[src/design/pwmes_pkg.sv]
// ----------------------------------------------------------------------------
// pwmes_pkg
// Shared types and constants for the eight-channel pwm event scheduler.
// ----------------------------------------------------------------------------
package pwmes_pkg;

  // pin and duty geometry
  localparam int NUM_PINS = 8;
  localparam int DUTY_W   = 8;
  localparam int TIME_W   = 8;

  // event kinds carried on the input tuser
  localparam logic CMD_PERIOD  = 1'b0;
  localparam logic CMD_COMPARE = 1'b1;

  // configuration register indexes
  localparam logic REG_ENABLE = 1'b0;
  localparam logic REG_DUTY   = 1'b1;

  // next compare time when no later duty exists
  localparam logic [TIME_W-1:0] NO_COMPARE = 8'hff;

  // output word layout
  localparam int OUT_TDATA_W = 24;

  typedef logic [NUM_PINS-1:0]        pin_vec_t;
  typedef logic [NUM_PINS*DUTY_W-1:0] duty_vec_t;

  // one timer event
  typedef struct packed {
    logic              cmd;
    logic [TIME_W-1:0] now;
  } event_t;

  // one result word
  typedef struct packed {
    logic              has_next;
    logic [TIME_W-1:0] next_compare;
    pin_vec_t          pin_levels;
  } result_t;

endpackage

[src/design/pwmes_cfg_regs.sv]
// ----------------------------------------------------------------------------
// pwmes_cfg_regs
// Enable mask and packed duty registers, written through a plain write port.
// ----------------------------------------------------------------------------
module pwmes_cfg_regs (
  input  logic                clk,
  input  logic                rst_n,
  input  logic                cfg_we,
  input  logic                cfg_idx,
  input  logic [63:0]         cfg_wdata,
  output pwmes_pkg::pin_vec_t  enable_mask,
  output pwmes_pkg::duty_vec_t duty_values
);
  import pwmes_pkg::*;

  pin_vec_t  enable_r;
  duty_vec_t duty_r;

  // register writes
  always_ff @(posedge clk) begin
    if (!rst_n) begin
      enable_r <= '0;
      duty_r   <= '0;
    end else if (cfg_we) begin
      unique case (cfg_idx)
        REG_ENABLE: enable_r <= cfg_wdata[NUM_PINS-1:0];
        REG_DUTY:   duty_r   <= cfg_wdata;
        default:    ;
      endcase
    end
  end

  assign enable_mask = enable_r;
  assign duty_values = duty_r;

endmodule

[src/design/pwmes_in_stage.sv]
// ----------------------------------------------------------------------------
// pwmes_in_stage
// Input register for one timer event, with slave-side handshake.
// ----------------------------------------------------------------------------
module pwmes_in_stage (
  input  logic              clk,
  input  logic              rst_n,
  input  logic              in_tvalid,
  output logic              in_tready,
  input  pwmes_pkg::event_t in_event,
  input  logic              take,      // downstream accepts the held word
  output logic              evt_valid,
  output pwmes_pkg::event_t evt
);
  import pwmes_pkg::*;

  logic   valid_r;
  logic   valid_nxt;
  event_t evt_r;

  // free when empty or when the held word moves on this cycle
  assign in_tready = !valid_r || take;

  always_comb begin
    valid_nxt = valid_r;
    if (in_tready) begin
      valid_nxt = in_tvalid;
    end
  end

  always_ff @(posedge clk) begin
    if (!rst_n) begin
      valid_r <= 1'b0;
    end else begin
      valid_r <= valid_nxt;
    end
  end

  // payload capture
  always_ff @(posedge clk) begin
    if (in_tvalid && in_tready) begin
      evt_r <= in_event;
    end
  end

  assign evt_valid = valid_r;
  assign evt       = evt_r;

endmodule

[src/design/pwmes_core.sv]
// ----------------------------------------------------------------------------
// pwmes_core
// Pin register update and next compare search for one event.
// ----------------------------------------------------------------------------
module pwmes_core #(
  parameter logic [7:0] LIVE_MASK = 8'hff
) (
  input  logic                 clk,
  input  logic                 rst_n,
  input  logic                 advance,   // event retires into the output register
  input  pwmes_pkg::event_t    evt,
  input  pwmes_pkg::pin_vec_t  enable_mask,
  input  pwmes_pkg::duty_vec_t duty_values,
  output pwmes_pkg::result_t   result
);
  import pwmes_pkg::*;

  pin_vec_t          pin_r;
  pin_vec_t          pin_nxt;
  pin_vec_t          live;
  pin_vec_t          raise;
  pin_vec_t          keep;
  logic [TIME_W-1:0] next_min;
  logic              found;

  assign live = enable_mask & LIVE_MASK;

  // per-channel compare and running minimum over enabled duties
  always_comb begin
    logic [DUTY_W-1:0] d;
    d        = '0;
    raise    = '0;
    keep     = '1;
    next_min = NO_COMPARE;
    found    = 1'b0;
    for (int ch = 0; ch < NUM_PINS; ch++) begin
      d = duty_values[ch*DUTY_W +: DUTY_W];
      if (live[ch]) begin
        if (evt.cmd == CMD_PERIOD) begin
          if (d != '0) begin
            raise[ch] = 1'b1;
            found     = 1'b1;
            if (d < next_min) next_min = d;
          end
        end else if (d <= evt.now) begin
          keep[ch] = 1'b0;
        end else begin
          found = 1'b1;
          if (d < next_min) next_min = d;
        end
      end
    end
  end

  // new pin levels
  always_comb begin
    if (evt.cmd == CMD_PERIOD) begin
      pin_nxt = (pin_r & ~live) | raise;
    end else begin
      pin_nxt = pin_r & keep;
    end
  end

  always_ff @(posedge clk) begin
    if (!rst_n) begin
      pin_r <= '0;
    end else if (advance) begin
      pin_r <= pin_nxt;
    end
  end

  assign result.pin_levels   = pin_nxt;
  assign result.next_compare = next_min;
  assign result.has_next     = found;

endmodule

[src/design/pwmes_out_stage.sv]
// ----------------------------------------------------------------------------
// pwmes_out_stage
// Result register with master-side handshake.
// ----------------------------------------------------------------------------
module pwmes_out_stage (
  input  logic                                clk,
  input  logic                                rst_n,
  input  logic                                load,
  input  pwmes_pkg::result_t                  result,
  output logic                                free,  // register can take a word now
  output logic                                out_tvalid,
  input  logic                                out_tready,
  output logic [pwmes_pkg::OUT_TDATA_W-1:0]   out_tdata
);
  import pwmes_pkg::*;

  logic    valid_r;
  logic    valid_nxt;
  result_t res_r;

  assign free = !valid_r || out_tready;

  always_comb begin
    valid_nxt = valid_r;
    if (load) begin
      valid_nxt = 1'b1;
    end else if (out_tready) begin
      valid_nxt = 1'b0;
    end
  end

  always_ff @(posedge clk) begin
    if (!rst_n) begin
      valid_r <= 1'b0;
    end else begin
      valid_r <= valid_nxt;
    end
  end

  // payload capture
  always_ff @(posedge clk) begin
    if (load) begin
      res_r <= result;
    end
  end

  assign out_tvalid = valid_r;
  assign out_tdata  = {(OUT_TDATA_W - $bits(result_t))'(0), res_r};

endmodule

[src/design/eight_channel_pwm_event_scheduler_unit.sv]
// ----------------------------------------------------------------------------
// eight_channel_pwm_event_scheduler_unit
// Event-driven pwm output driver for up to eight channels.
// ----------------------------------------------------------------------------
// Usage
//   in_*  : one timer event per word; in_tuser is the kind (0 period start,
//           1 compare match), in_tdata carries the current timer count.
//   out_* : one result word per event: pin levels after the event, the next
//           compare time to program (0xff when none) and a found flag.
//   cfg_* : index 0 is the enable mask, index 1 the eight packed duties;
//           write only while no event is in flight.
// An accepted event is held in the input register, then the pin update and
// an eight-way minimum search feed the result register. One event is taken
// every cycle while the result side keeps up. When out_tready is low the
// result holds, one more event waits in the input register, and in_tready
// then drops.
// Reset clears the pin register, both configuration registers and all valid
// flags; no clearing pass is needed, events are taken right after reset.
// Channels at or above CHANNELS count as disabled.
// ----------------------------------------------------------------------------
module eight_channel_pwm_event_scheduler_unit #(
  parameter int CHANNELS = 8
) (
  input  logic        clk,
  input  logic        rst_n,
  // input events
  input  logic        in_tvalid,
  output logic        in_tready,
  input  logic [7:0]  in_tdata,   // [7:0] now
  input  logic        in_tuser,   // [0] cmd
  // results
  output logic        out_tvalid,
  input  logic        out_tready,
  output logic [23:0] out_tdata,  // [7:0] pin_levels, [15:8] next_compare,
                                  // [16] has_next, [23:17] zero
  // configuration
  input  logic        cfg_we,
  input  logic        cfg_idx,
  input  logic [63:0] cfg_wdata
);
  import pwmes_pkg::*;

  localparam logic [NUM_PINS-1:0] LIVE_MASK = NUM_PINS'((1 << CHANNELS) - 1);

  pin_vec_t  enable_mask;
  duty_vec_t duty_values;
  event_t    in_event;
  event_t    evt;
  logic      evt_valid;
  logic      out_free;
  logic      advance;
  result_t   result;

  assign in_event.cmd = in_tuser;
  assign in_event.now = in_tdata;

  // event retires when held and the result register can take it
  assign advance = evt_valid && out_free;

  pwmes_cfg_regs u_cfg (
    .clk         (clk),
    .rst_n       (rst_n),
    .cfg_we      (cfg_we),
    .cfg_idx     (cfg_idx),
    .cfg_wdata   (cfg_wdata),
    .enable_mask (enable_mask),
    .duty_values (duty_values)
  );

  pwmes_in_stage u_in (
    .clk       (clk),
    .rst_n     (rst_n),
    .in_tvalid (in_tvalid),
    .in_tready (in_tready),
    .in_event  (in_event),
    .take      (advance),
    .evt_valid (evt_valid),
    .evt       (evt)
  );

  pwmes_core #(
    .LIVE_MASK (LIVE_MASK)
  ) u_core (
    .clk         (clk),
    .rst_n       (rst_n),
    .advance     (advance),
    .evt         (evt),
    .enable_mask (enable_mask),
    .duty_values (duty_values),
    .result      (result)
  );

  pwmes_out_stage u_out (
    .clk        (clk),
    .rst_n      (rst_n),
    .load       (advance),
    .result     (result),
    .free       (out_free),
    .out_tvalid (out_tvalid),
    .out_tready (out_tready),
    .out_tdata  (out_tdata)
  );

endmodule

[config.mk]
export PLATFORM = sky130hd
export DESIGN_NAME = eight_channel_pwm_event_scheduler_unit
export DESIGN_NICKNAME = d
export VERILOG_FILES = /design/src/design/pwmes_pkg.sv /design/src/design/pwmes_cfg_regs.sv /design/src/design/pwmes_in_stage.sv /design/src/design/pwmes_core.sv /design/src/design/pwmes_out_stage.sv /design/src/design/eight_channel_pwm_event_scheduler_unit.sv
export SDC_FILE = /design/constraint.sdc
export NUM_CORES = 1
export LEC_CHECK = 0
export BUFFER_PORTS_ARGS = -buffer_cell sky130_fd_sc_hd__buf_4
export CELL_PAD_IN_SITES_DETAIL_PLACEMENT = 1
export CELL_PAD_IN_SITES_GLOBAL_PLACEMENT = 1
export CORE_ASPECT_RATIO = 0.9
export CORE_MARGIN = 3
export CORE_UTILIZATION = 45
export CTS_CLUSTER_DIAMETER = 30
export CTS_CLUSTER_SIZE = 14
export DETAILED_ROUTE_END_ITERATION = 8
export PLACE_DENSITY_LB_ADDON = 0.1
export SYNTH_ARGS = -nofsm -noshare
export SYNTH_HDL_FRONTEND = slang
export SYNTH_SLANG_ARGS = --single-unit
[constraint.sdc]
create_clock -name clk -period 18.1 [get_ports clk]
set_input_delay 1.81 -clock clk [delete_from_list [all_inputs] [get_ports clk]]
set_output_delay 1.81 -clock clk [all_outputs]
set_load 0.05 [all_outputs]
# --- Word-level counts from Yosys, hierarchy flattened ---
# Cells that the tools add are included.
classes:
  muxes: 121
  bitwise_logic: 5
  n_reduce_logical: 17
  magnitude_cmp: 16
ops:
  columns: ["op", "n"]
  rows:
  - ["two-way mux 8 bit", 41]
  - ["two-way mux 1 bit", 80]
  - ["less-or-equal comparator 8 bit", 8]
  - ["nonzero test 8 bit", 8]
  - ["less-than comparator 8 bit", 7]
  - ["AND 8 bit", 2]
  - ["less-than comparator 8 bit (second input constant)", 1]
  - ["NOT 8 bit", 1]
  - ["bitwise OR 8 bit", 1]
  - ["AND reduction 2 bit", 2]
  - ["logical AND 1 bit", 2]
  - ["zero test 1 bit", 2]
  - ["logical OR 1 bit", 2]
  - ["nonzero test 2 bit", 1]
  - ["NOT 1 bit", 1]
totals:
  register_bits: 108
  inputBits: 79
  wordCells: 169

# --- Depth between registers and ports, before layout ---
logic_depth:
  word_depth: 40
  ltp_mapped: 76
  mapped_depth_nobuf: 71

# --- By module ---
# Synthesis repeated with hierarchy kept, for this count alone.
unflattened:
  cells_unflattened: 958
  area_unflattened_um2: 8391.8
by_module_without_submodules:
  columns: ["mod", "cells_each", "area_each_um2", "instances", "seq_area_each_um2"]
  rows:
  - ["pwmes_core", 595, 4703.3, 1, 160.2]
  - ["pwmes_cfg_regs", 319, 2738.9, 1, 1441.4]
  - ["pwmes_out_stage", 29, 615.6, 1, 530.5]
  - ["pwmes_in_stage", 14, 327.8, 1, 290.3]
  - ["eight_channel_pwm_event_scheduler_unit", 1, 6.3, 1, 0.0]

# --- Worst setup path after synthesis ---
# Ideal clock, no wire load.
synth_path:
  path_type: "flip-flop to flip-flop"
  startpoint: "register u_in.evt_r (netlist bit u_in.evt[1])"
  endpoint: "register u_out.res_r (netlist bit u_out.out_tdata[10]) (data pin)"
  path_stages_with_launch: 72
  setup_ps: 256
  required_time_ps: 17844
  slack_ps: 4300
  period_less_slack_ps: 13800
  arrival_ps: 13543
  path_buffers: 5
  cell_sequence: "edfxtp_1 -> inv_1 -> ha_1 -> nor2b_1 -> o211ai_1 -> a211o_1 -> nand3_1 -> nand2b_1 -> clkbuf_1 -> nor2_1 -> ha_1 -> a211o_1 -> a211oi_1 -> a21o_1 -> nor4b_4 -> buf_2 -> nor3_1 -> a21oi_1 -> (+36 left out) -> o21a_1 -> o21a_1 -> o21bai_1 -> o21bai_1 -> or2_2 -> inv_1 -> o211ai_1 -> o211ai_1 -> and2_1 -> ha_1 -> a21o_1 -> a21o_1 -> a221oi_1 -> o2111a_1 -> nand2_1 -> inv_1 -> nor2_1 -> o22a_1"
synth_lines:
  columns: ["element", "line_no", "text"]
  rows:
  - ["start: declaration", "pwmes_in_stage.sv:19", "event_t evt_r;"]
  - ["start signal: assignment", "pwmes_in_stage.sv:42", "evt_r <= in_event;"]
  - ["end signal: assignment", "pwmes_out_stage.sv:43", "res_r <= result;"]
  - ["end: declaration", "pwmes_out_stage.sv:19", "result_t res_r;"]

==> impl_metrics.env <==
export IMPL_status="finished, final reports clean"
export IMPL_port_buffers=97
export IMPL_synth_edff_count=26
export IMPL_top_usage_layer="met2"
export IMPL_rows=45
export IMPL_clockRootBuffer="clkbuf_16"
export IMPL_clk_latency_ps=370
export IMPL_wl_per_cell_um=20.7
export IMPL_cp_slowest_cell="nor4b_4"
export IMPL_grt_max_degree=83
export IMPL_synth_cell_types=66
export IMPL_ctsHoldBuffers=0
export IMPL_critical_path_top_delay_family="compound AO/OA/AOI/OAI gates"
export IMPL_synthTopCellsByCount="nand2_1 (155), ha_1 (113), dfxtp_1 (82)"
export IMPL_ys_seq_elements=108
export IMPL_leakage_nw=4.21
export IMPL_report_final_slew_viol_count=0
export IMPL_cts_resized=0
export IMPL_numCtsBuffers=9
export IMPL_synthesis_area_um2=8050
export IMPL_core_area_um2=17200
export IMPL_dieArea_um2=19500
export IMPL_floorplan_initialDensity_pct=46.7
export IMPL_clock_sinks=108
export IMPL_hpwl_um=19400
export IMPL_clk_pin_slew_worst_paths_ps=80
export IMPL_synth_top_area_cell="dfxtp_1"
export IMPL_io_pins=105
export IMPL_die_x_um=147
export IMPL_vias=7464
export IMPL_globalRouteOverflowTotal=0
export IMPL_synth_warnings=0
export IMPL_grt_first_pass_wirelength_um=41900
export IMPL_finalSetupViolations=0
export IMPL_cp_required_ps=18220
export IMPL_grtUsageTotal_pct=26.9
export IMPL_cts_tree="built"
export IMPL_period_share_pct=89.7
export IMPL_firstDrtPassIters=5
export IMPL_synth_most_common_cell="nand2_1"
export IMPL_rsz0062_at_grt="false"
export IMPL_finalSetupTns_ps=0
export IMPL_cap_violations=0
export IMPL_start_kind="register"
export IMPL_ys_flop_type="dfxtp_1"
export IMPL_power_density_nw_per_um2=68.8
export IMPL_dieHeight_um=133
export IMPL_critical_path_max_stage_delay_ps=600
export IMPL_nNetsFinal=1217
export IMPL_syn_area_per_cell_um2=8.51
export IMPL_viasPerCell=5.90
export IMPL_peakVddDrop_mv=0.0518
export IMPL_cts_buffer_depth=2
export IMPL_initialDrtViolationCount=491
export IMPL_crit_top_cell="ha_1"
export IMPL_grt_pass1_vias=7489
export IMPL_yosys_area_top_type_share_pct=20.4
export IMPL_route_antenna_remaining_nets=0
export IMPL_gr_usage_met1_pct=38.9
export IMPL_grt_util_met2_pct=42.5
export IMPL_antenna_diode_count=0
export IMPL_fin_crit_ps=16230
export IMPL_met3_usage_pct=4.38
export IMPL_synthToLayoutAreaGrowth_pct=14.9
export IMPL_drt_wl_total_um=26200
export IMPL_endpoint_kind="register"
export IMPL_path_max_fanout=15
export IMPL_arrival_ps=16350
export IMPL_crit_type="reg2reg"
export IMPL_seq_area_frac_synth_pct=30.1
export IMPL_final_hold_viol_count=0
export IMPL_synthTopCellsByArea="dfxtp_1 (20%), ha_1 (18%), edfxtp_1 (9.7%)"
export IMPL_drive_above_1_share_pct=14.8
export IMPL_relSlewSlack_pct=49.1
export IMPL_hold_path_class="reg2reg"
export IMPL_crit_buf_inv=6
export IMPL_synthArstFlopShare_pct=0
export IMPL_timing_fmax_mhz=61.6
export IMPL_gp_congestion=0.945
export IMPL_antenna_found_initial=0
export IMPL_worst_slew_pin_slew_ps=763
export IMPL_hold_ws_ps=500
export IMPL_h_tree_depth=3
export IMPL_postCtsSetupBuffers=0
export IMPL_skew_ps=10.5
export IMPL_drc=0
export IMPL_syn_inst=946
[layout by cell type (no fill, tap or decap), drive strengths merged, types with 11 or more instances in the layout]
cell	Yosys	final
a21boi	64	64
nor2b	26	26
nand4	13	13
o21a	15	15
a21o	16	16
a211o	11	11
o21ai	36	36
mux2i	16	16
dfxtp	82	82
a21oi	61	61
nor4	13	13
buf	17	102
inv	52	55
nand2	155	155
nand3	30	30
edfxtp	26	26
ha	113	113
nor3	24	24
nor2	32	32
a211oi	16	16
[stage by stage]
step | instances | worst slack (ps) | instance area [um2] | utilization (%) | power [mW]
floorplan | 952 | 4300 | 8080 | - | 0.377
global placement | 1249 | 2800 | 8940 | 51.9 | 0.428
detailed placement | 1249 | 2210 | 8940 | 51.9 | 0.432
CTS | 1265 | 2100 | 9250 | 53.7 | 0.640
global route | 1265 | 532 | 9250 | 53.7 | 0.669
finish | 1265 | 1870 | 9250 | 53.7 | 0.637
[worst paths after layout]
kind	start	to	slack [ps]	cells after the start
setup / recovery	u_in.evt[2]	u_out.out_tdata[10]	1870	68
hold / removal	u_cfg.duty_values[32]	u_cfg.duty_values[32]	500	2
setup reg to reg	u_in.evt[2]	u_out.out_tdata[10]	1870	68
hold reg to reg	u_cfg.duty_values[32]	u_cfg.duty_values[32]	500	2
[worst reg2reg max path: cells and delay by family, from the launching register on]
family                   cells  cell delay [ps]
flip-flops                   1              400
AND/OR/NAND/NOR             19             3860
multiplexers                 1              430
AO/OA/AOI/OAI               34             7930
buffers and inverters        6             1130
adder cells (fa/ha/maj)      8             2250
[flip-flops by register name, summed over array words and instances (netlist names)]
signal / count
u_out.out_tdata: 17
u_cfg.duty_values: 64
u_out.out_tvalid: 1
u_cfg.enable_mask: 8
u_core.pin_r: 8
u_in.evt: 9
u_in.evt_valid: 1
[metal layers]
layer | share of wire, % | vias up
met1 | 49 | 3615
met2 | 44 | 197
met3 | 5.4 | 30
met4 | 1.5 | 0
met5 | 0 | -
li1 | - | 3622
[cell type report]
type                    count  area (um2)
repair buffers            102         766
well taps                 235         294
multi-input cells         752        5260
fillers                  2131        7980
flip-flops and latches    108        2420
inverters                  52         198
clock inverters             7        80.1
clock buffers               9         225
[kinds of logic (layout without fill, tap and decap cells)]
kind of cell	Yosys count	in the layout	synth area share, %
buf+inv	92	170	4.91
flops	108	108	30.1
compound gates	279	279	24.8
fa+ha+maj	113	113	17.6
other cells	1	7	0.0466
mux	22	22	2.83
simple gates	331	331	19.7
[report_power, final]
group          total (mW)  internal, mW  leakage (nW)  switching, mW
logic               0.152        0.0614          3.15         0.0909
registers           0.277         0.260         0.916         0.0168
clock network       0.207        0.0987         0.146          0.108
(Power assumes the default switching activity.)
